[src/design/utf8sd_pkg.sv]
// Package for the UTF-8 stream decoder.
// Holds lead byte classification, payload masks and status codes.
// No dependencies.
package utf8sd_pkg;

  localparam int unsigned ByteW = 8;
  localparam int unsigned CpW   = 21;
  localparam int unsigned RemW  = 2;

  typedef logic [2:0] seq_len_t;

  localparam logic STATUS_OK  = 1'b0;
  localparam logic STATUS_ERR = 1'b1;

  localparam logic [ByteW-1:0] LEAD1_MASK  = 8'h80;
  localparam logic [ByteW-1:0] LEAD1_VAL   = 8'h00;
  localparam logic [ByteW-1:0] LEAD2_MASK  = 8'hE0;
  localparam logic [ByteW-1:0] LEAD2_VAL   = 8'hC0;
  localparam logic [ByteW-1:0] LEAD3_MASK  = 8'hF0;
  localparam logic [ByteW-1:0] LEAD3_VAL   = 8'hE0;
  localparam logic [ByteW-1:0] LEAD4_MASK  = 8'hF8;
  localparam logic [ByteW-1:0] LEAD4_VAL   = 8'hF0;
  localparam logic [ByteW-1:0] PAY2_MASK   = 8'h1F;
  localparam logic [ByteW-1:0] PAY3_MASK   = 8'h0F;
  localparam logic [ByteW-1:0] PAY4_MASK   = 8'h07;

  // Sequence length from a lead byte; zero marks an invalid lead.
  function automatic seq_len_t lead_length(input logic [ByteW-1:0] b);
    seq_len_t len;
    priority if ((b & LEAD1_MASK) == LEAD1_VAL) len = 3'd1;
    else if ((b & LEAD2_MASK) == LEAD2_VAL) len = 3'd2;
    else if ((b & LEAD3_MASK) == LEAD3_VAL) len = 3'd3;
    else if ((b & LEAD4_MASK) == LEAD4_VAL) len = 3'd4;
    else len = 3'd0;
    return len;
  endfunction

  // Payload bits of a multi-byte lead byte.
  function automatic logic [ByteW-1:0] lead_payload(input logic [ByteW-1:0] b,
                                                    input seq_len_t len);
    logic [ByteW-1:0] p;
    unique case (len)
      3'd2:    p = b & PAY2_MASK;
      3'd3:    p = b & PAY3_MASK;
      default: p = b & PAY4_MASK;
    endcase
    return p;
  endfunction

endpackage

[src/design/utf8_stream_decoder.sv]
// Top level of the UTF-8 stream decoder.
// Input skid register, one decode step and an output register.
// Depends on utf8sd_pkg.
//
// Bytes enter on the input channel (byte_in_i, string_end_i) one per beat;
// decoded code points leave on the output channel (code_point_o, status_o,
// final_res_o). Both channels use valid and stall: a beat moves at a clock
// edge where valid is high and stall is low.
// A beat is registered at acceptance and decoded from the decode register;
// its result is then registered in the output register, which drives out_valid_o.
// One byte is taken every cycle when the output is not stalled. Bytes that
// open or continue a sequence, and bytes dropped after an invalid lead,
// give no result. An invalid lead or a string that ends inside a sequence
// gives one error beat with final_res_o set.
// When the receiver stalls, the pending result holds in the output register
// and the next byte waits in the decode register; one more byte is then
// caught in a skid register, after which in_stall_o rises. in_stall_o comes
// straight from a register.
// Reset clears the decoder state and empties all registers.
module utf8_stream_decoder (
  input  logic                           clk_i,
  input  logic                           rst_ni,
  input  logic                           in_valid_i,
  output logic                           in_stall_o,
  input  logic [utf8sd_pkg::ByteW-1:0]   byte_in_i,
  input  logic                           string_end_i,
  output logic                           out_valid_o,
  input  logic                           out_stall_i,
  output logic [utf8sd_pkg::CpW-1:0]     code_point_o,
  output logic                           status_o,
  output logic                           final_res_o
);

  logic                         in_acc;
  logic                         sk_v_q, sk_v_d;
  logic [utf8sd_pkg::ByteW-1:0] sk_byte_q;
  logic                         sk_end_q;
  logic                         s1_v_q, s1_v_d;
  logic [utf8sd_pkg::ByteW-1:0] s1_byte_q;
  logic                         s1_end_q;
  logic                         s1_free, s1_adv;

  logic [utf8sd_pkg::RemW-1:0]  rem_q, rem_d;
  logic [utf8sd_pkg::CpW-1:0]   gath_q, gath_d;
  logic                         skip_q, skip_d;

  logic                         res_has;
  logic [utf8sd_pkg::CpW-1:0]   res_cp;
  logic                         res_status, res_final;
  utf8sd_pkg::seq_len_t         len;
  logic [utf8sd_pkg::CpW-1:0]   shifted;
  logic [utf8sd_pkg::RemW-1:0]  rem_dec;

  logic                         out_v_q, out_v_d;
  logic [utf8sd_pkg::CpW-1:0]   cp_q;
  logic                         status_q, final_q;

  assign in_stall_o = sk_v_q;
  assign in_acc     = in_valid_i && !sk_v_q;

  assign len     = utf8sd_pkg::lead_length(s1_byte_q);
  assign shifted = {gath_q[utf8sd_pkg::CpW-7:0], s1_byte_q[5:0]};
  assign rem_dec = rem_q - 2'd1;

  always_comb begin
    res_has    = 1'b0;
    res_cp     = '0;
    res_status = utf8sd_pkg::STATUS_OK;
    res_final  = s1_end_q;
    rem_d      = rem_q;
    gath_d     = gath_q;
    skip_d     = skip_q;
    if (skip_q) begin
      skip_d = !s1_end_q;
    end else if (rem_q == '0) begin
      if (len == 3'd0) begin
        res_has    = 1'b1;
        res_status = utf8sd_pkg::STATUS_ERR;
        res_final  = 1'b1;
        skip_d     = !s1_end_q;
      end else if (len == 3'd1) begin
        res_has = 1'b1;
        res_cp  = {{(utf8sd_pkg::CpW-utf8sd_pkg::ByteW){1'b0}}, s1_byte_q};
      end else if (s1_end_q) begin
        res_has    = 1'b1;
        res_status = utf8sd_pkg::STATUS_ERR;
        res_final  = 1'b1;
        gath_d     = '0;
      end else begin
        gath_d = {{(utf8sd_pkg::CpW-utf8sd_pkg::ByteW){1'b0}},
                  utf8sd_pkg::lead_payload(s1_byte_q, len)};
        rem_d  = utf8sd_pkg::RemW'(len - 3'd1);
      end
    end else begin
      gath_d = shifted;
      rem_d  = rem_dec;
      if (rem_dec == '0) begin
        res_has = 1'b1;
        res_cp  = shifted;
        gath_d  = '0;
      end else if (s1_end_q) begin
        res_has    = 1'b1;
        res_status = utf8sd_pkg::STATUS_ERR;
        res_final  = 1'b1;
        rem_d      = '0;
        gath_d     = '0;
      end
    end
  end

  assign s1_adv  = s1_v_q && (!res_has || !out_v_q || !out_stall_i);
  assign s1_free = !s1_v_q || s1_adv;

  always_comb begin
    s1_v_d = s1_v_q;
    sk_v_d = sk_v_q;
    if (s1_free) begin
      s1_v_d = sk_v_q || in_acc;
      sk_v_d = 1'b0;
    end else if (in_acc) begin
      sk_v_d = 1'b1;
    end
    out_v_d = (out_v_q && out_stall_i) || (s1_adv && res_has);
  end

  always_ff @(posedge clk_i or negedge rst_ni) begin
    if (!rst_ni) begin
      sk_v_q  <= 1'b0;
      s1_v_q  <= 1'b0;
      out_v_q <= 1'b0;
      rem_q   <= '0;
      gath_q  <= '0;
      skip_q  <= 1'b0;
    end else begin
      sk_v_q  <= sk_v_d;
      s1_v_q  <= s1_v_d;
      out_v_q <= out_v_d;
      if (s1_adv) begin
        rem_q  <= rem_d;
        gath_q <= gath_d;
        skip_q <= skip_d;
      end
    end
  end

  always_ff @(posedge clk_i) begin
    if (in_acc && !s1_free) begin
      sk_byte_q <= byte_in_i;
      sk_end_q  <= string_end_i;
    end
    if (s1_free) begin
      if (sk_v_q) begin
        s1_byte_q <= sk_byte_q;
        s1_end_q  <= sk_end_q;
      end else begin
        s1_byte_q <= byte_in_i;
        s1_end_q  <= string_end_i;
      end
    end
    if (s1_adv && res_has) begin
      cp_q     <= res_cp;
      status_q <= res_status;
      final_q  <= res_final;
    end
  end

  assign out_valid_o  = out_v_q;
  assign code_point_o = cp_q;
  assign status_o     = status_q;
  assign final_res_o  = final_q;

endmodule

[config.mk]
export PLATFORM = sky130hd
export DESIGN_NAME = utf8_stream_decoder
export DESIGN_NICKNAME = d
export VERILOG_FILES = /design/src/design/utf8sd_pkg.sv /design/src/design/utf8_stream_decoder.sv
export SDC_FILE = /design/constraint.sdc
export NUM_CORES = 1
export LEC_CHECK = 0
export ABC_AREA = 1
export BUFFER_PORTS_ARGS = -buffer_cell sky130_fd_sc_hd__buf_2
export CAP_MARGIN = 5
export CORE_MARGIN = 2
export CORE_UTILIZATION = 45
export CTS_BUF_LIST = sky130_fd_sc_hd__clkbuf_8
export DETAILED_ROUTE_END_ITERATION = 7
export PLACE_DENSITY = 0.67
export SETUP_SLACK_MARGIN = 0.5
export SLEW_MARGIN = 25
export SYNTH_ARGS = -nofsm -noshare
export SYNTH_HDL_FRONTEND = slang
export SYNTH_SLANG_ARGS = --single-unit
[constraint.sdc]
create_clock -name clk_i -period 4.9 [get_ports clk_i]
set_input_delay 1.47 -clock clk_i [delete_from_list [all_inputs] [get_ports clk_i]]
set_output_delay 1.47 -clock clk_i [all_outputs]
set_load 0.03 [all_outputs]
==> flow_summary.toml, run 1 <==
[outcome]
outcome = "finished clean"

[detailed_routing]
ant_nets = 0
vias_per_cell = 4.89
dr.pass1.iters = 4
drcViolationCount = 0
wl_um = 5050
drtIter0Drc = 108
vias = 2004
wire_per_inst_um = 12.3

[grt]
grt_pass1_vias = 1986
grt_usage = 0.155
grt_pass1_wl_um = 8550
grt_antenna_before_repair = 0
grt_overflow = 0
grt_max_degree = 24

[sta]
setup_tns_ns = 0
fmax_mhz = 346
hold_violations = 0
rsz0062_at_grt = "false"
skew_ns = 0.00984
worst_pin_slew_ns = 0.888
hold-worst-slack_ns = 0.473
setup_viol = 0
finalCriticalPeriod_ns = 2.89
post-route-period-util = 0.590
relSlewSlack = 0.408
maxSlewViolCount = 0

[final_layout]
syn_to_final_growth_pct = 14.3
num-nets-final = 347
drive_gt1_frac = 0.210
fin_cells = 410
diodes = 0
nFillCells = 558
finalInstanceArea_um2 = 3320
seqCellArea_um2 = 1760
multi_input_area_um2 = 905

[clocking]
cts.sinks = 62
cts_root_buf = "clkbuf_8"
cts_made_buffers = 9
clk_latency_ns = 0.35
tritoncts = "built"
clk_pin_slew_worst_paths_ns = 0.07
cts_hold_buf = 0
post_cts_buffers = 0
clockBufferDepth = 2
htree_num_levels = 3
post_cts_resized = 0

[die]
placementRows = 29
start_util = 0.462
ios = 38
dieArea_um2 = 7110
die-height_um = 84.3
die_x_um = 84.3
core_area_um2 = 6280

[place]
io_buffers = 37
gp_congestion = 0.821
place_inst = 394
place_area_um2 = 3100
dp_hpwl_um = 3540

[yosys]
synth_area_um2 = 2900
synth_seq_cells = 62
ys_seq_area_frac = 0.605
synth.most_common_cell = "nand2_1"
yosys.area.top_type = "edfxtp_1"
ys.flop_type = "edfxtp_1"
async_flop_share = 0.339
synth_commonest_cells = "nand2_1, edfxtp_1, inv_1"
syn-num-nets = 310
synth.distinct_cells = 29
synth_top_area_share = 0.424
ys_warn_count = 0
synth.avg_cell_area_um2 = 9.98
synth_edf_count = 41
netlist_top_cells_area = "edfxtp_1, dfrtp_1, nand2_1"
synth_cells = 291

[worst_setup_path]
reg2reg_from = "s1_byte_q[5]"
worstSetupStartpoint = "out_stall_i"
crit_type = "input port to flop"
endpoint = "code_point_o[1]"
startpoint_type = "input port"
required_ns = 4.87
rr_endpoint = "code_point_o[1]"
end_kind = "flop"
cp_max_fo = 23
reg2regPathDepth = 11
arrival_ns = 2.86
r2r_setup_slack_ns = 2.06

[pwr]
p_total_mw = 2.15
cellPowerDensity_nw_per_um2 = 649
p_leak_nw = 1.52
peakVddDrop_v = 0.000306

[job]
drv_cap = 0

[min_path]
hp-class = "flop to flop"
-- worst max-delay path, cell delays in order --
cell and delay (ns):
buf_2 0.10, nand2_1 0.07, inv_1 0.07, nand3_4 0.23, nand2_2 0.09, inv_1 0.10, nand3_1 0.06, inv_1 0.65
-- logic make-up after synthesis --
kind of cell | after synthesis | share of synthesized area
DFF | 62 | 0.605
buffers and inverters | 51 | 0.0832
and+or+nand+nor | 159 | 0.256
AOI/OAI and AO/OA | 13 | 0.0297
adders and majority gates | 6 | 0.0259
-- flip-flops by register name, summed over array words and instances (netlist names), 2 cells and up --
register,cells
code_point_o,21
sk_byte_q,8
gath_q,15
rem_q,2
s1_byte_q,8
-- through the flow --
| stage | utilization | setup slack, ns |
|---|---|---|
| CTS | 0.529 | 1.99 |
| detailed placement | 0.493 | 1.62 |
| global route | 0.529 | 1.71 |
| finish | 0.529 | 2.01 |
| global placement | 0.493 | 1.71 |
| floorplan | - | 1.68 |
-- worst min-delay path by stage --
| stage | slack, ns | depth (start not counted) | startpoint | endpoint |
|---|---|---|---|---|
| CTS | 0.48 | 2 | gath_q[14] | gath_q[14] |
| global route | 0.49 | 2 | gath_q[9] | gath_q[9] |
| detailed placement | 0.46 | 2 | gath_q[5] | gath_q[5] |
| finish | 0.47 | 2 | gath_q[5] | gath_q[5] |
| global placement | 0.45 | 2 | gath_q[10] | gath_q[10] |
| floorplan | 0.44 | 2 | gath_q[0] | gath_q[0] |
-- layer usage --
layer  share of wire  routed length (um)  track usage  up-vias
met1            0.43                2170        0.171      916
met4           0.018                  91       0.0704        0
met2            0.49                2480        0.261       58
met3           0.062                 311       0.0619       10
li1                -                   -            -     1020
met5               0                   0            0        -
-- cells in the final DEF, fill, tap and decap left out, types with 2 or more instances in the layout --
master / count
nand2_1: 84
edfxtp_1: 41
inv_1: 37
buf_2: 37
nor2_1: 32
dfrtp_1: 21
nand4_1: 18
clkbuf_8: 9
nor3_1: 7
ha_1: 6
nand3_1: 5
a21oi_1: 4
o21ai_0: 3
nor2_2: 3
nand2_2: 3
inv_2: 2
nand2_4: 2
nand3_4: 2
nand3_2: 2
clkinvlp_4: 2
bufinv_16: 2
-- area by class of cell --
cell class / instances / area share
Clock buffer: 9 / 0.0373
Clock inverter: 7 / 0.0294
Inverter: 39 / 0.0441
Multi-Input combinational cell: 178 / 0.273
Sequential cell: 62 / 0.529
Tap cell: 77 / 0.0290
Timing Repair Buffer: 38 / 0.0581
-- where the power goes --
| part | internal (mW) | switching, mW |
|---|---|---|
| clock network | 0.287 | 0.206 |
| registers | 0.768 | 0.0795 |
| logic | 0.209 | 0.603 |
No activity file was read; power rests on OpenSTA's default activity.
==> run 2, diff against run 1 <==
- PLACE_DENSITY: 0.67 -> 0.69
- clock period: 4.9 -> 2.6 ns (I/O delays scaled with it)
==> run 2 against run 1 <==
  * Register-to-register slack lost 1.5 ns
  * Routed wire length grew 2.3%
  * Non-clock buffer count grew 10
  * Via count grew 1.9%
  * Design area grew 4.9%
  * Clock power grew 83%
  * Sequential power grew 84%
  * Sequential share of layout area shrank 2.5 points
  * Core utilization grew 2.6 points
  * Clock-buffer cell count grew 1
  * Worst hold slack lost 0.084 ns
  * Highest routed layer unchanged
==> flow_summary.toml, run 2 (synthesized netlist as in run 1, its figures left out) <==
[clocking]
cts.sinks = 62
clk_pin_slew_worst_paths_ns = 0.06
cts_hold_buf = 0
clk_latency_ns = 0.34
cts_made_buffers = 9
clockBufferDepth = 2
tritoncts = "built"
cts_root_buf = "clkbuf_8"
htree_num_levels = 3

[sta]
hold_violations = 0
hold-worst-slack_ns = 0.389
rsz0062_at_grt = "false"
relSlewSlack = 0.687
skew_ns = 0.00946
setup_viol = 0
fmax_mhz = 500
post-route-period-util = 0.769
maxSlewViolCount = 0
finalCriticalPeriod_ns = 2.00
worst_pin_slew_ns = 0.469
setup_tns_ns = 0

[final_layout]
drive_gt1_frac = 0.261
syn_to_final_growth_pct = 20.0
final_common_cell = "nand2_1"
multi_input_area_um2 = 958
fin_cells = 422
layout_common_cells = "nand2_1, edfxtp_1, buf_2"
largest_register_ffs = 21
seqCellArea_um2 = 1760
diodes = 0
num-nets-final = 359
nFillCells = 555

[outcome]
outcome = "finished clean"

[worst_setup_path]
required_ns = 2.65
arrival_ns = 2.05
end_kind = "flop"
startpoint_type = "flop"
cp_max_fo = 12
crit_type = "flop to flop"

[pwr]
p_total_mw = 4.22
peakVddDrop_v = 0.000763
cellPowerDensity_nw_per_um2 = 1210
p_leak_nw = 1.58

[die]
dieArea_um2 = 7110
start_util = 0.462
core_area_um2 = 6280
die_x_um = 84.3
placementRows = 29
ios = 38
die-height_um = 84.3

[grt]
grt_usage = 0.156
grt_antenna_before_repair = 0
grt_pass1_vias = 1861
grt_pass1_wl_um = 8410
grt_max_degree = 22
grt_overflow = 0

[detailed_routing]
vias = 2042
wire_per_inst_um = 12.2
drtIter0Drc = 139
wl_um = 5170
vias_per_cell = 4.84
ant_nets = 0
dr.pass1.iters = 4
drcViolationCount = 0

[min_path]
hp-class = "input port to async pin"

[place]
io_buffers = 37
gp_congestion = 0.895
place_inst = 398
dp_hpwl_um = 3510

[job]
drv_cap = 0
run 2: changes by cell type in the layout (fill, tap and decap cells not counted), moves of 2 or more:
| cell | delta |
|---|---|
| ha_1 | -2 |
| buf_4 | +8 |
| buf_12 | +2 |
| inv_2 | +2 |
| inv_1 | -2 |
run 2: cell type report:
class / instances / area share
Clock buffer: 10 / 0.0395
Clock inverter: 6 / 0.0223
Inverter: 39 / 0.0431
Multi-Input combinational cell: 178 / 0.275
Sequential cell: 62 / 0.504
Tap cell: 77 / 0.0277
Timing Repair Buffer: 48 / 0.0841
Timing Repair inverter: 2 / 0.00359
run 2: power breakdown:
group	internal, mW	switching (mW)
logic	0.518	1.23
clock network	0.555	0.350
registers	1.44	0.120
total	2.52	1.70
run 2: worst paths after layout:
check	endpoint	start	slack, ns	cells past startpoint
max	code_point_o[1]	s1_byte_q[5]	0.60	12
min	s1_v_q	rst_ni	0.39	1
max reg2reg	code_point_o[1]	s1_byte_q[5]	0.60	12
min reg2reg	gath_q[6]	gath_q[6]	0.47	2
max in group asynchronous	gath_q[10]	rst_ni	1.88	1
min in group clk_i	gath_q[6]	gath_q[6]	0.47	2
run 2: layer usage:
layer,GRT usage,part of all wire
met5,0,0
met4,0.0616,0.014
met3,0.0718,0.053
met2,0.255,0.51
met1,0.178,0.42
run 2: worst max-delay path, cell delays in order (launching register included):
cell	delay, ns
edfxtp_1	0.40
nand2_1	0.10
o21ai_2	0.21
inv_2	0.09
ha_4	0.18
nand2_4	0.08
nand2_4	0.07
nand3_4	0.07
nand2_2	0.07
inv_2	0.08
nand3_4	0.11
clkinvlp_4	0.11
buf_12	0.13
run 2: through the flow:
step | setup slack, ns | area (um^2) | utilization
6_report | 0.602 | 3480 | 0.555
5_1_grt | 0.491 | 3480 | 0.555
4_1_cts | 0.506 | 3410 | 0.543
3_5_place_dp | 0.292 | 3150 | 0.501
3_3_place_gp | 0.436 | 3150 | 0.501
2_1_floorplan | 0.360 | 2930 | -
run 2: what timing repair did:
action,4_1_cts,5_1_grt
setup buffers,2,4
resized for setup,3,7
cloned,1,1
hold endpoints to repair,0,0
pin swaps,1,5
endpoints found under the setup margin,32,37
